<file path="src/sv/bkhm_pkg.sv">
// Shared types and constants of the byte key hash mixer.
package bkhm_pkg;

	localparam logic [31:0] HASH_INIT   = 32'hdeadbeef;
	localparam int          BLOCK_BYTES = 12;
	localparam int          QUEUE_DEPTH = 4;

	// What the back end does once a classified byte has been folded in.
	typedef enum logic [1:0] {
		KIND_NONE,
		KIND_MIX,
		KIND_FINAL,
		KIND_ZERO
	} kind_t;

	// Which hash word a byte lands in.
	typedef enum logic [1:0] {
		SEL_A,
		SEL_B,
		SEL_C
	} sel_t;

	// One classified key byte, as it travels through the queue.
	typedef struct packed {
		logic        start;
		logic [31:0] init;
		logic [31:0] add;
		sel_t        sel;
		kind_t       kind;
	} op_t;

	// One finished block handed to the mixing sequencer.
	typedef struct packed {
		logic        start;
		logic [31:0] init;
		logic [31:0] acc_a;
		logic [31:0] acc_b;
		logic [31:0] acc_c;
		kind_t       kind;
	} job_t;

endpackage

</file>
<file path="src/sv/bkhm_if.sv">
// Handshake channels of the byte key hash mixer: key bytes in, hash values out.
interface bkhm_in_if;
	logic        valid;
	logic        ready;
	logic [7:0]  key_byte;
	logic [31:0] key_length;
	logic [31:0] seed;

	modport source(output valid, output key_byte, output key_length, output seed,
		input ready);
	modport sink(input valid, input key_byte, input key_length, input seed,
		output ready);
endinterface

interface bkhm_out_if;
	logic        valid;
	logic        ready;
	logic [31:0] digest;

	modport source(output valid, output digest, input ready);
	modport sink(input valid, input digest, output ready);
endinterface

</file>
<file path="src/sv/bkhm_queue.sv">
// Small register FIFO between the classifying front end and the back end.
module bkhm_queue #(
	parameter int WIDTH = 1,
	parameter int DEPTH = bkhm_pkg::QUEUE_DEPTH
) (
	input  logic             clk,
	input  logic             arst_n,
	input  logic             push_valid,
	output logic             push_ready,
	input  logic [WIDTH-1:0] push_data,
	output logic             pop_valid,
	input  logic             pop_ready,
	output logic [WIDTH-1:0] pop_data
);

	localparam int PTR_W = (DEPTH > 1) ? $clog2(DEPTH) : 1;
	localparam int CNT_W = $clog2(DEPTH + 1);

	logic [WIDTH-1:0] mem_q [DEPTH];
	logic [PTR_W-1:0] head_q, tail_q;
	logic [CNT_W-1:0] count_q;
	logic             do_push, do_pop;

	assign push_ready = (count_q != CNT_W'(DEPTH));
	assign pop_valid  = (count_q != '0);
	assign pop_data   = mem_q[head_q];
	assign do_push    = push_valid && push_ready;
	assign do_pop     = pop_valid && pop_ready;

	function automatic logic [PTR_W-1:0] ptr_inc(input logic [PTR_W-1:0] p);
		return (p == PTR_W'(DEPTH - 1)) ? '0 : p + 1'b1;
	endfunction

	always_ff @(posedge clk or negedge arst_n) begin
		if (!arst_n) begin
			head_q  <= '0;
			tail_q  <= '0;
			count_q <= '0;
		end else begin
			if (do_push) tail_q <= ptr_inc(tail_q);
			if (do_pop) head_q <= ptr_inc(head_q);
			if (do_push && !do_pop) count_q <= count_q + 1'b1;
			else if (do_pop && !do_push) count_q <= count_q - 1'b1;
		end
	end

	always_ff @(posedge clk) begin
		if (do_push) mem_q[tail_q] <= push_data;
	end

endmodule

</file>
<file path="src/sv/bkhm_front.sv">
// Front end: tracks key position and length, and classifies each key byte.
module bkhm_front (
	input  logic             clk,
	input  logic             arst_n,
	input  logic             cfg_we,
	input  logic             cfg_wdata,
	bkhm_in_if.sink          in_ch,
	output logic             op_valid,
	input  logic             op_ready,
	output bkhm_pkg::op_t    op
);

	logic        byte_order_q;
	logic        active_q;
	logic [3:0]  pos_q;
	logic [31:0] left_q;

	logic        start, accept, zero_len, last, block_end;
	logic [3:0]  pos;
	logic [31:0] len, left_next;
	logic [1:0]  lane;
	logic [4:0]  shift;

	assign in_ch.ready = op_ready;
	assign op_valid    = in_ch.valid;
	assign accept      = in_ch.valid && op_ready;

	always_comb begin
		start     = !active_q;
		len       = start ? in_ch.key_length : left_q;
		pos       = start ? 4'd0 : pos_q;
		if (pos > 4'(bkhm_pkg::BLOCK_BYTES - 1)) pos = 4'(bkhm_pkg::BLOCK_BYTES - 1);
		zero_len  = start && (in_ch.key_length == '0);
		left_next = len - 1'b1;
		last      = (left_next == '0);
		block_end = (pos == 4'(bkhm_pkg::BLOCK_BYTES - 1));
		// Big-endian packing mirrors the lane inside the word.
		lane      = byte_order_q ? ~pos[1:0] : pos[1:0];
		shift     = {lane, 3'b000};

		op.start = start;
		op.init  = bkhm_pkg::HASH_INIT + in_ch.key_length + in_ch.seed;
		op.add   = zero_len ? '0 : (32'(in_ch.key_byte) << shift);
		if (pos < 4'd4) op.sel = bkhm_pkg::SEL_A;
		else if (pos < 4'd8) op.sel = bkhm_pkg::SEL_B;
		else op.sel = bkhm_pkg::SEL_C;
		priority if (zero_len) op.kind = bkhm_pkg::KIND_ZERO;
		else if (last) op.kind = bkhm_pkg::KIND_FINAL;
		else if (block_end) op.kind = bkhm_pkg::KIND_MIX;
		else op.kind = bkhm_pkg::KIND_NONE;
	end

	always_ff @(posedge clk or negedge arst_n) begin
		if (!arst_n) begin
			byte_order_q <= 1'b0;
			active_q     <= 1'b0;
			pos_q        <= '0;
			left_q       <= '0;
		end else begin
			if (cfg_we) byte_order_q <= cfg_wdata;
			if (accept) begin
				active_q <= !(zero_len || last);
				pos_q    <= (last || block_end || zero_len) ? 4'd0 : pos + 1'b1;
				left_q   <= zero_len ? '0 : left_next;
			end
		end
	end

endmodule

</file>
<file path="src/sv/bkhm_back.sv">
// Back end: gathers each block's bytes, then mixes it into the hash words.
module bkhm_back (
	input  logic             clk,
	input  logic             arst_n,
	input  logic             op_valid,
	output logic             op_ready,
	input  bkhm_pkg::op_t    op,
	bkhm_out_if.source       out_ch
);

	localparam logic [1:0] ST_IDLE = 2'd0;
	localparam logic [1:0] ST_BMIX = 2'd1;
	localparam logic [1:0] ST_FMIX = 2'd2;
	localparam logic [1:0] ST_OUT  = 2'd3;
	localparam int BMIX_ROWS = 6;
	localparam int FMIX_ROWS = 7;

	typedef struct packed {
		logic [31:0] a;
		logic [31:0] b;
		logic [31:0] c;
	} words_t;

	function automatic logic [31:0] rotl(input logic [31:0] x, input logic [4:0] k);
		logic [63:0] t;
		t = {x, x} << k;
		return t[63:32];
	endfunction

	function automatic words_t bmix_row(input words_t w, input logic [2:0] step);
		words_t r;
		r = w;
		unique case (step)
			3'd0: begin r.a = (r.a - r.c) ^ rotl(r.c, 5'd4);  r.c = r.c + r.b; end
			3'd1: begin r.b = (r.b - r.a) ^ rotl(r.a, 5'd6);  r.a = r.a + r.c; end
			3'd2: begin r.c = (r.c - r.b) ^ rotl(r.b, 5'd8);  r.b = r.b + r.a; end
			3'd3: begin r.a = (r.a - r.c) ^ rotl(r.c, 5'd16); r.c = r.c + r.b; end
			3'd4: begin r.b = (r.b - r.a) ^ rotl(r.a, 5'd19); r.a = r.a + r.c; end
			3'd5: begin r.c = (r.c - r.b) ^ rotl(r.b, 5'd4);  r.b = r.b + r.a; end
			default: r = w;
		endcase
		return r;
	endfunction

	function automatic words_t fmix_row(input words_t w, input logic [2:0] step);
		words_t r;
		r = w;
		unique case (step)
			3'd0: r.c = (r.c ^ r.b) - rotl(r.b, 5'd14);
			3'd1: r.a = (r.a ^ r.c) - rotl(r.c, 5'd11);
			3'd2: r.b = (r.b ^ r.a) - rotl(r.a, 5'd25);
			3'd3: r.c = (r.c ^ r.b) - rotl(r.b, 5'd16);
			3'd4: r.a = (r.a ^ r.c) - rotl(r.c, 5'd4);
			3'd5: r.b = (r.b ^ r.a) - rotl(r.a, 5'd14);
			3'd6: r.c = (r.c ^ r.b) - rotl(r.b, 5'd24);
			default: r = w;
		endcase
		return r;
	endfunction

	// Block gatherer.
	logic [31:0]     acc_a_q, acc_b_q, acc_c_q, pend_init_q;
	logic            pend_start_q;
	logic [31:0]     new_a, new_b, new_c;
	logic            handoff, pop;

	// Job register and mixing sequencer.
	bkhm_pkg::job_t  job_q;
	logic            job_vld_q, job_take, job_free;
	logic [1:0]      state_q;
	logic [2:0]      step_q;
	words_t          words_q, base;
	logic            out_vld_q, out_load;
	logic [31:0]     out_data_q;

	assign job_take = job_vld_q && (state_q == ST_IDLE);
	assign job_free = !job_vld_q || job_take;
	assign handoff  = (op.kind != bkhm_pkg::KIND_NONE);
	assign op_ready = !handoff || job_free;
	assign pop      = op_valid && op_ready;

	// The bytes of a block are summed per word, since the byte order may change
	// inside a key; the sums join the hash words when the sequencer takes the job.
	always_comb begin
		new_a = (op.start ? '0 : acc_a_q) + ((op.sel == bkhm_pkg::SEL_A) ? op.add : '0);
		new_b = (op.start ? '0 : acc_b_q) + ((op.sel == bkhm_pkg::SEL_B) ? op.add : '0);
		new_c = (op.start ? '0 : acc_c_q) + ((op.sel == bkhm_pkg::SEL_C) ? op.add : '0);
		base  = job_q.start ? words_t'{a: job_q.init, b: job_q.init, c: job_q.init}
			: words_q;
	end

	assign out_load = (state_q == ST_OUT) && (!out_vld_q || out_ch.ready);

	always_ff @(posedge clk or negedge arst_n) begin
		if (!arst_n) begin
			pend_start_q <= 1'b0;
			job_vld_q    <= 1'b0;
			state_q      <= ST_IDLE;
			step_q       <= '0;
			out_vld_q    <= 1'b0;
		end else begin
			if (pop) begin
				if (handoff) pend_start_q <= 1'b0;
				else if (op.start) pend_start_q <= 1'b1;
			end
			if (pop && handoff) job_vld_q <= 1'b1;
			else if (job_take) job_vld_q <= 1'b0;

			unique case (state_q)
				ST_IDLE: begin
					step_q <= '0;
					if (job_take) begin
						unique case (job_q.kind)
							bkhm_pkg::KIND_MIX:   state_q <= ST_BMIX;
							bkhm_pkg::KIND_FINAL: state_q <= ST_FMIX;
							bkhm_pkg::KIND_ZERO:  state_q <= ST_OUT;
							default:              state_q <= ST_IDLE;
						endcase
					end
				end
				ST_BMIX: begin
					step_q <= step_q + 1'b1;
					if (step_q == 3'(BMIX_ROWS - 1)) state_q <= ST_IDLE;
				end
				ST_FMIX: begin
					step_q <= step_q + 1'b1;
					if (step_q == 3'(FMIX_ROWS - 1)) state_q <= ST_OUT;
				end
				ST_OUT: begin
					if (out_load) state_q <= ST_IDLE;
				end
				default: state_q <= ST_IDLE;
			endcase

			if (out_load) out_vld_q <= 1'b1;
			else if (out_ch.ready) out_vld_q <= 1'b0;
		end
	end

	always_ff @(posedge clk) begin
		if (pop) begin
			if (handoff) begin
				job_q.start <= op.start || pend_start_q;
				job_q.init  <= op.start ? op.init : pend_init_q;
				job_q.acc_a <= new_a;
				job_q.acc_b <= new_b;
				job_q.acc_c <= new_c;
				job_q.kind  <= op.kind;
				acc_a_q     <= '0;
				acc_b_q     <= '0;
				acc_c_q     <= '0;
			end else begin
				acc_a_q <= new_a;
				acc_b_q <= new_b;
				acc_c_q <= new_c;
				if (op.start) pend_init_q <= op.init;
			end
		end
		if (job_take) begin
			words_q.a <= base.a + job_q.acc_a;
			words_q.b <= base.b + job_q.acc_b;
			words_q.c <= base.c + job_q.acc_c;
		end else if (state_q == ST_BMIX) begin
			words_q <= bmix_row(words_q, step_q);
		end else if (state_q == ST_FMIX) begin
			words_q <= fmix_row(words_q, step_q);
		end
		if (out_load) out_data_q <= words_q.c;
	end

	assign out_ch.valid  = out_vld_q;
	assign out_ch.digest = out_data_q;

endmodule

</file>
<file path="src/sv/byte_key_hash_mixer.sv">
// Top level of the byte key hash mixer: front end, op queue and back end.
//
//   channel   direction  payload                        transaction when
//   in_ch     in         key_byte, key_length, seed     valid && ready
//   out_ch    out        digest                         valid && ready
//   cfg       in         cfg_wdata (byte_order)         cfg_we high
//
// Key bytes are taken one per cycle while the op queue has room. Each 12-byte
// block is gathered, then mixed (load, six rows) while the next block is gathered.
// A key end is mixed by load, seven final rows and output; an empty key goes
// straight from load to output.
// A stalled output holds the sequencer; the queue then fills and in_ch.ready falls.
// Reset clears all control state; no clearing pass is needed.
module byte_key_hash_mixer #(
	parameter int QUEUE_DEPTH = bkhm_pkg::QUEUE_DEPTH
) (
	input  logic        clk,
	input  logic        arst_n,
	input  logic        cfg_we,
	input  logic        cfg_wdata,
	bkhm_in_if.sink     in_ch,
	bkhm_out_if.source  out_ch
);

	localparam int OP_W = $bits(bkhm_pkg::op_t);

	bkhm_pkg::op_t   push_op, pop_op;
	logic            push_valid, push_ready, pop_valid, pop_ready;
	logic [OP_W-1:0] pop_bits;

	bkhm_front u_front (
		.clk       (clk),
		.arst_n    (arst_n),
		.cfg_we    (cfg_we),
		.cfg_wdata (cfg_wdata),
		.in_ch     (in_ch),
		.op_valid  (push_valid),
		.op_ready  (push_ready),
		.op        (push_op)
	);

	bkhm_queue #(
		.WIDTH (OP_W),
		.DEPTH (QUEUE_DEPTH)
	) u_queue (
		.clk        (clk),
		.arst_n     (arst_n),
		.push_valid (push_valid),
		.push_ready (push_ready),
		.push_data  (push_op),
		.pop_valid  (pop_valid),
		.pop_ready  (pop_ready),
		.pop_data   (pop_bits)
	);

	assign pop_op = bkhm_pkg::op_t'(pop_bits);

	bkhm_back u_back (
		.clk      (clk),
		.arst_n   (arst_n),
		.op_valid (pop_valid),
		.op_ready (pop_ready),
		.op       (pop_op),
		.out_ch   (out_ch)
	);

endmodule
</file>
<file path="src/flat_wrapper.sv">
// flat-port wrapper written by rule: the top's interface ports become plain ports
module byte_key_hash_mixer_flat 
#(
	parameter int QUEUE_DEPTH = bkhm_pkg::QUEUE_DEPTH
)
  (clk, arst_n, cfg_we, cfg_wdata, in_ch_valid, in_ch_key_byte, in_ch_key_length, in_ch_seed, in_ch_ready, out_ch_valid, out_ch_digest, out_ch_ready);
  bkhm_in_if in_ch_i ();
  bkhm_out_if out_ch_i ();
  input  logic clk;
  input  logic arst_n;
  input  logic cfg_we;
  input  logic cfg_wdata;
  input wire logic [$bits(in_ch_i.valid)-1:0] in_ch_valid;
  input wire logic [$bits(in_ch_i.key_byte)-1:0] in_ch_key_byte;
  input wire logic [$bits(in_ch_i.key_length)-1:0] in_ch_key_length;
  input wire logic [$bits(in_ch_i.seed)-1:0] in_ch_seed;
  output wire logic [$bits(in_ch_i.ready)-1:0] in_ch_ready;
  output wire logic [$bits(out_ch_i.valid)-1:0] out_ch_valid;
  output wire logic [$bits(out_ch_i.digest)-1:0] out_ch_digest;
  input wire logic [$bits(out_ch_i.ready)-1:0] out_ch_ready;
  assign in_ch_i.valid = in_ch_valid;
  assign in_ch_i.key_byte = in_ch_key_byte;
  assign in_ch_i.key_length = in_ch_key_length;
  assign in_ch_i.seed = in_ch_seed;
  assign in_ch_ready = in_ch_i.ready;
  assign out_ch_valid = out_ch_i.valid;
  assign out_ch_digest = out_ch_i.digest;
  assign out_ch_i.ready = out_ch_ready;
  byte_key_hash_mixer #(.QUEUE_DEPTH(QUEUE_DEPTH)) u_core (.clk(clk), .arst_n(arst_n), .cfg_we(cfg_we), .cfg_wdata(cfg_wdata), .in_ch(in_ch_i), .out_ch(out_ch_i));
endmodule
</file>
<file path="config.mk">
export PLATFORM = sky130hd
export DESIGN_NAME = byte_key_hash_mixer_flat
export DESIGN_NICKNAME = d
export VERILOG_FILES = /design/src/sv/bkhm_pkg.sv /design/src/sv/bkhm_if.sv /design/src/sv/bkhm_queue.sv /design/src/sv/bkhm_front.sv /design/src/sv/bkhm_back.sv /design/src/sv/byte_key_hash_mixer.sv /design/src/flat_wrapper.sv
export SDC_FILE = /design/constraint.sdc
export NUM_CORES = 2
export LEC_CHECK = 0
export ABC_AREA = 1
export BUFFER_PORTS_ARGS = -buffer_cell sky130_fd_sc_hd__buf_2
export CELL_PAD_IN_SITES_DETAIL_PLACEMENT = 2
export CELL_PAD_IN_SITES_GLOBAL_PLACEMENT = 2
export CORE_ASPECT_RATIO = 0.6
export CORE_MARGIN = 3
export CORE_UTILIZATION = 38
export DETAILED_ROUTE_END_ITERATION = 7
export HOLD_SLACK_MARGIN = 0.06
export PLACE_DENSITY_LB_ADDON = 0.1
export SLEW_MARGIN = 0
export SYNTH_ARGS = -nofsm -noshare
export SYNTH_HDL_FRONTEND = slang
export SYNTH_SLANG_ARGS = --single-unit
</file>
<file path="constraint.sdc">
create_clock -name clk -period 11 [get_ports clk]
set_input_delay 0.55 -clock clk [delete_from_list [all_inputs] [get_ports clk]]
set_output_delay 0.55 -clock clk [all_outputs]
set_load 0.02 [all_outputs]
</file>
**After elaboration in Yosys (flattened, before gate mapping)**

Memory sizes are Yosys's and may differ from the RTL's.
Index checks and enable logic that the tools add are counted.
W data, S select, Z words.

- Bits in writable memories: 276
- Memories kept: 1
- Output and inout port bits: 34
- Bits in registers: 440

Memory list:

| memory | words | bits a word | rd ports | clocked after Yosys merged registers in | write ports | line | source |
|---|---|---|---|---|---|---|---|
| u_core.u_queue.mem_q | 4 | 69 | 1 | 0 | 1 | bkhm_queue.sv:19 | `logic [WIDTH-1:0] mem_q [DEPTH];` |

- Reduce and logical (&&, ||, !) cells: 49
- Eq/ne operators: 25
- Muxes and demuxes: 48
- Add/sub/neg operators: 28
- Bitwise operators: 11
- Shift operators: 1
- $lt $le $gt $ge: 3

Operator list:

| cell | number |
|---|---|
| $mux W96 | 4 |
| $pmux W32 S3 | 4 |
| $add A32 B32 Y32 | 10 |
| $mux W32 | 10 |
| $sub A32 B32 Y32 | 10 |
| $xor A32 B32 Y32 | 9 |
| $pmux W32 S2 | 2 |
| $logic_not A32 Y1 | 2 |
| $add A32 B32 Y32 const A | 1 |
| $shl A8 B5 Y32 | 1 |
| $sub A32 B1 Y32 const B | 1 |
| $mux W2 | 11 |
| $eq A2 B2 Y1 const B | 7 |
| $mux W4 | 3 |
| $reduce_bool A2 Y1 | 6 |
| $ne A5 B3 Y1 const B | 2 |
| $eq A3 B3 Y1 const B | 3 |
| $mux W1 | 9 |
| $reduce_and A3 Y1 | 3 |
| $logic_and A1 B1 Y1 | 8 |
| $ne A2 B2 Y1 const B | 4 |
| $pmux W2 S4 | 1 |
| $reduce_bool A4 Y1 | 2 |
| $reduce_or A2 Y1 | 4 |
| 26 further kinds | 48 |

**Logic depth before layout (Yosys ltp)**

- Depth after elaboration: 8
- Depth in mapped cells: 27
- Mapped depth without buffers: 23

**Cells and area by module**

From an unflattened synthesis, not the netlist that was laid out.

- Cells, all modules: 10182
- Area total of the unflattened synthesis: 69545.4 um2

Modules (own cells, without submodules):

| module | area each (um2) | instances | cells an instance | seq. area each (um2) |
|---|---|---|---|---|
| bkhm_back | 51433.1 | 1 | 8257 | 11821.3 |
| bkhm_queue | 12069.1 | 1 | 864 | 8463.1 |
| bkhm_front | 6043.3 | 1 | 1061 | 950.9 |

**Worst setup path before layout**

No wires, ideal clock.

- Path kind: register to register
- From: reg u_core.u_queue.head_q[1]
- To: reg u_core.u_back.job_q[0] in the netlist's numbering, enable pin
- Data arrival time: 8340 ps
- Path slack: 2035 ps
- Buffers on the path: 2
- Cell stages (with the launch flop): 10
- Data required time: 10375 ps
- Cell sequence: dfrtp_1 -> buf_2 -> inv_1 -> clkbuf_1 -> a32oi_1 -> inv_1 -> nand2_1 -> nor2_1 -> nor2_1 -> nor2_1

- Longest elaborated chain between the ends: 6

Ends and longest elaborated chain:

| item | line | source |
|---|---|---|
| start, declared | bkhm_queue.sv:20 | `logic [PTR_W-1:0] head_q, tail_q;` |
| start signal, assigned | bkhm_queue.sv:41 | `if (do_pop) head_q <= ptr_inc(head_q);` |
| $mem_v2 Z4 W69 (*) | -- |  |
| net u_core.pop_bits[0] | byte_key_hash_mixer.sv:29 | `logic [OP_W-1:0] pop_bits;` |
| $reduce_bool A2 Y1 (*) | bkhm_back.sv:78 | `assign handoff = (op.kind != bkhm_pkg::KIND_NONE);` |
| $logic_not A1 Y1 | bkhm_back.sv:79 | `assign op_ready = !handoff \|\| job_free;` |
| $logic_or A1 B1 Y1 | bkhm_back.sv:79 |  |
| $logic_and A1 B1 Y1 | bkhm_back.sv:80 | `assign pop = op_valid && op_ready;` |
| $reduce_and A2 Y1 (no source line) (*) | -- |  |
| end, declared | bkhm_back.sv:68 | `bkhm_pkg::job_t job_q;` |

Mark *: on every way through the listed nets, which the timed path passes. The rest lies on a longest branch.
A chain may end at the register's enable or synchronous reset.

**Worst setup path after layout**

- From: reg u_core.u_queue.head_q[0]
- To: reg u_core.u_back.acc_a_q[21], data pin

- Longest elaborated chain between the ends: 4
- Elaborated cells on any way between the ends: 6
- Those cells by class: add/sub (1); mux (2); reduce/logical (2); memory (1)

Ends and longest elaborated chain:

| item | line | source |
|---|---|---|
| $mem_v2 Z4 W69 (*) | -- |  |
| $logic_not A2 Y1 | bkhm_back.sv:85 | `new_a = (op.start ? '0 : acc_a_q) + ((op.sel == bkhm_pkg::SEL_A) ? op.add : '0);` |
| $mux W32 | bkhm_back.sv:85 |  |
| $add A32 B32 Y32 | bkhm_back.sv:85 |  |
| end signal, assigned | bkhm_back.sv:153 | `acc_a_q <= new_a;` |
| end, declared | bkhm_back.sv:62 | `logic [31:0] acc_a_q, acc_b_q, acc_c_q, pend_init_q;` |

Mark *: on every way between the ends. The rest lies on a longest branch, timed or not.

==> parameters.txt <==
Parameter                              Value

Global routing
  Total global-route track usage    between 40% and 50%
  Maximum number of pins on one net before global-route repair    94
  Wire length of the first global-routing pass    roughly 530 mm
  Initial antenna violation count    46
  Residual overflow from global routing    0
  Vias in the first global route    71.8k

Cells and area
  Nets    between 9k and 10k
  Layout cells sized above 1    5.29%
  Number of fillers in the final layout    20.0k
  Area occupied by multi-input gates    0.0380 mm^2
  FF/Latch Area    0.0212 mm^2
  Layout overhead on the synthesized area    9.71%

Timing
  Worst-margin pin slew    1.69 ns
  Ratio of final minimum period to clock period    65.4%
  Number of failing hold endpoints at the final stage    0
  Fmax    139 MHz
  Summed negative setup slack over all endpoints    0 ns
  Setup-violating endpoint count in the final report    0
  Final-report max-slew violation count    16
  Worst slew slack as a fraction of its limit    -13.8%
  Final critical delay including setup and external delays    7.19 ns
  Worst-case clock skew    0.0400 ns
  Unrepaired setup endpoints after global routing    false

Place
  Placer Congestion    between 1 and 1.5
  Count of port buffers added during placement    111
  DP HPWL    303 mm

Worst setup path
  Element type at the critical path end    flop
  Crit-path slowest cell    nand2_1
  Crit path DAT    around 7.6 ns
  Kind of launch point of the worst setup path    flop
  Delay of the slowest cell on the worst path    1.02 ns
  Sequence of cells on the critical path    inv_4 -> buf_4 -> nand2_1 -> a32oi_1 -> inv_1 -> nand2_1 -> nor2_1 -> ha_1 -> nand3_1 -> nand3_1 -> a21oi_1 -> o21ai_0 -> a21boi_0 -> o21ai_0 -> a21oi_1 -> inv_1 -> nand2_1 -> a21oi_1
  Logic depth of the worst register-to-register path    18
  Highest fanout seen on the critical path    72
  Crit path required time    between 10 and 15 ns
  Critical path class    reg2reg

Logic synthesis
  Synthesized area divided by synthesized cell count    approximately 7.1 um^2
  Post-synthesis sequential element count    716
  Post-synthesis async set-or-reset flop share    7.40%
  Net count after synthesis    approximately 9.7k
  Post-synth top flop    edfxtp_1
  Count of mapped cells out of synthesis    between 9k and 10k
  Netlist Area Pre-Place    between 0.06 and 0.07 mm^2
  Number of enable flip-flop cells after synthesis    663
  Count of unique library cells instantiated by Yosys    67
  Portion of the post-synthesis area used by sequential elements    32.9%
  Count of yosys warnings during synthesis    0

Drt
  Via/cell ratio    between 6 and 7
  Pre-antenna DRT Iters    6
  Routed wirelength normalized by instance count    about 33 um
  Final wirelength    about 380 mm
  Via count    71.6k
  Number of DRC markers after the initial detailed-route iteration    9638
  Number of antenna-violating nets in the routed design    0
  Remaining design rule violation count    0

Floorplan
  Die span in x    538 um
  Area of the core region    0.168 mm^2
  Boundary pin count    112
  Die Span Y    325 um
  Initial cell density of the core    approximately two fifths
  Total die area    about 0.17 mm^2
  Floorplan row count    116

Clocking
  H-tree lvl count    3
  Clock Latency Late Sink    0.73 ns
  # clock sinks    716
  CTS Root Buffer Type    clkbuf_16
  Clock-pin slew reported for the worst setup and hold paths after clock tree synthesis    0.07 ns
  Max clock buf depth    3
  Cts bufs inserted    81
  # resized after CTS    0
  CTS tree    yes

Flow run
  Number of violations of the max-capacitance limit    9

Status
  Outcome    finished with violations
  Failing checks    max-capacitance violations, max-slew violations

Min path
  Type of the tightest min-delay check    in2async
[critical path, delay by kind of cell, from the launching register on]
family	cells	cell delay (ns)
compound gates	7	2.31
simple gates	6	1.75
buf+inv	4	1.59
flops	1	0.76
fa+ha+maj	1	0.42
[metal layers]
layer  track usage (%)  part of all wire, %
met2              56.0                   39
met3              16.6                   14
met4              12.3                  3.3
met1              59.9                   44
met5              2.06                 0.15
[layout make-up]
cell class              instances  area share, %
repair buffers                235           2.11
multi-input cells            6891           53.7
clock buffers                 102           3.05
well taps                    2242           3.96
clock inverters                47          0.833
flip-flops and latches        716           30.0
diodes                         24         0.0849
inverters                    1169           6.21
[flip-flops by register name, indices dropped and copies added (netlist names)]
| signal | flops |
|---|---|
| u_core.u_queue.head_q | 2 |
| u_core.u_queue.mem_q | 276 |
| u_core.u_back.acc_c_q | 32 |
| u_core.u_front.active_q | 1 |
| u_core.u_back.job_vld_q | 1 |
| u_core.u_back.pend_start_q | 1 |
| u_core.u_back.words_q | 96 |
| u_core.u_queue.count_q | 3 |
| u_core.u_back.acc_b_q | 32 |
| u_core.u_back.out_ch.valid | 1 |
| u_core.u_back.acc_a_q | 32 |
| u_core.u_back.pend_init_q | 32 |
| u_core.u_back.step_q | 3 |
| u_core.u_back.job_q | 131 |
| u_core.u_front.byte_order_q | 1 |
| u_core.u_front.left_q | 32 |
| u_core.u_queue.tail_q | 2 |
| u_core.u_back.out_ch.digest | 32 |
| u_core.u_front.pos_q | 4 |
| u_core.u_back.state_q | 2 |
[metrics by stage]
stage | setup WS [ns] | utilization (%) | instances | cell area, um^2 | hold WS [ns]
after floorplan | 2.04 | - | 9026 | 64500 | 0.254
after global placement | 4.68 | 40.5 | 11300 | 67900 | 0.454
after detailed placement | 4.16 | 40.5 | 11300 | 67900 | 0.456
after CTS | 4.05 | 42.2 | 11400 | 70700 | 0.238
after global routing | 3.44 | 42.2 | 11400 | 70700 | 0.292
final | 3.81 | 42.2 | 11400 | 70800 | 0.271
[kinds of logic after synthesis]
group,after synthesis,synth area share [%]
flops,716,32.9
xor+xnor,329,4.50
fa+ha+maj,564,11.1
compound gates,2043,17.8
simple gates,3952,25.2
mux,3,0.0485
buf+inv,1419,8.41
[final timing paths]
check                           slack, ns                                       to                             startpoint
worst min-delay path                 0.27    u_core.u_front.left_q[29]$_DFFE_PN0P_                                 arst_n
min in group clk                     0.31    u_core.u_queue.mem_q[1][33]$_DFFE_PP_                      in_ch_key_byte[5]
worst max-delay path                 3.81  u_core.u_back.acc_a_q[21]$_SDFFCE_PN0P_   u_core.u_queue.head_q[0]$_DFFE_PN0P_
max in group asynchronous            9.56     u_core.u_queue.head_q[0]$_DFFE_PN0P_                                 arst_n
worst max register to register       3.81  u_core.u_back.acc_a_q[21]$_SDFFCE_PN0P_   u_core.u_queue.head_q[0]$_DFFE_PN0P_
worst min register to register       0.51    u_core.u_queue.count_q[2]$_DFFE_PN0P_  u_core.u_queue.count_q[2]$_DFFE_PN0P_
[what timing repair did]
item,in CTS,in global routing
hold buffers,3,0
setup buffers,0,0
setup endpoints to repair,0,0
endpoints found under the hold margin,16,0
[cell usage in the layout, fill, tap and decap left out, drive strengths merged, types with 65 or more instances in the layout]
| master | netlist | layout |
|---|---|---|
| edfxtp | 663 | 663 |
| inv | 1159 | 1163 |
| nor2 | 1164 | 1164 |
| o21ai | 863 | 863 |
| xor2 | 235 | 235 |
| a21o | 87 | 87 |
| a31oi | 65 | 65 |
| nand3 | 512 | 512 |
| buf | 51 | 232 |
| nor3 | 95 | 95 |
| nand2 | 1977 | 1977 |
| xnor2 | 94 | 94 |
| clkbuf | 199 | 102 |
| a21oi | 729 | 729 |
| ha | 547 | 547 |
| nand4 | 80 | 80 |
[cells in the mapped netlist, types with 10 or more instances]
| library cell | n | area share, % |
|---|---|---|
| buf_1 | 20 | 0.12 |
| or2_2 | 46 | 0.45 |
| o211ai_1 | 32 | 0.37 |
| xnor2_1 | 94 | 1.3 |
| nand4_1 | 80 | 0.78 |
| a21oi_1 | 728 | 5.6 |
| nor4_1 | 36 | 0.35 |
| a31oi_1 | 65 | 0.63 |
| and2_1 | 14 | 0.14 |
| edfxtp_1 | 663 | 31 |
| a221oi_1 | 12 | 0.16 |
| nor2_2 | 19 | 0.18 |
| inv_1 | 1156 | 6.7 |
| o21bai_1 | 59 | 0.69 |
| ha_1 | 547 | 11 |
| nand3_1 | 510 | 4.0 |
| dfrtp_1 | 53 | 2.1 |
| o221ai_1 | 43 | 0.58 |
| clkbuf_1 | 198 | 1.2 |
| buf_2 | 21 | 0.16 |
| fa_1 | 17 | 0.53 |
| nor2_1 | 1140 | 6.6 |
| a21o_1 | 87 | 1.0 |
| clkinv_1 | 10 | 0.058 |
| nand2_2 | 11 | 0.11 |
| xor2_1 | 234 | 3.2 |
| o21ai_0 | 851 | 6.6 |
| a32o_1 | 32 | 0.50 |
| a21boi_0 | 29 | 0.34 |
| o21ai_1 | 10 | 0.078 |
| nor3_1 | 94 | 0.73 |
| nand2_1 | 1966 | 11 |
| o21a_1 | 37 | 0.43 |
| nand3b_1 | 22 | 0.26 |
Power is not shown: default switching activity piles up to over one toggle a cycle in this logic, so the estimate is an artifact.
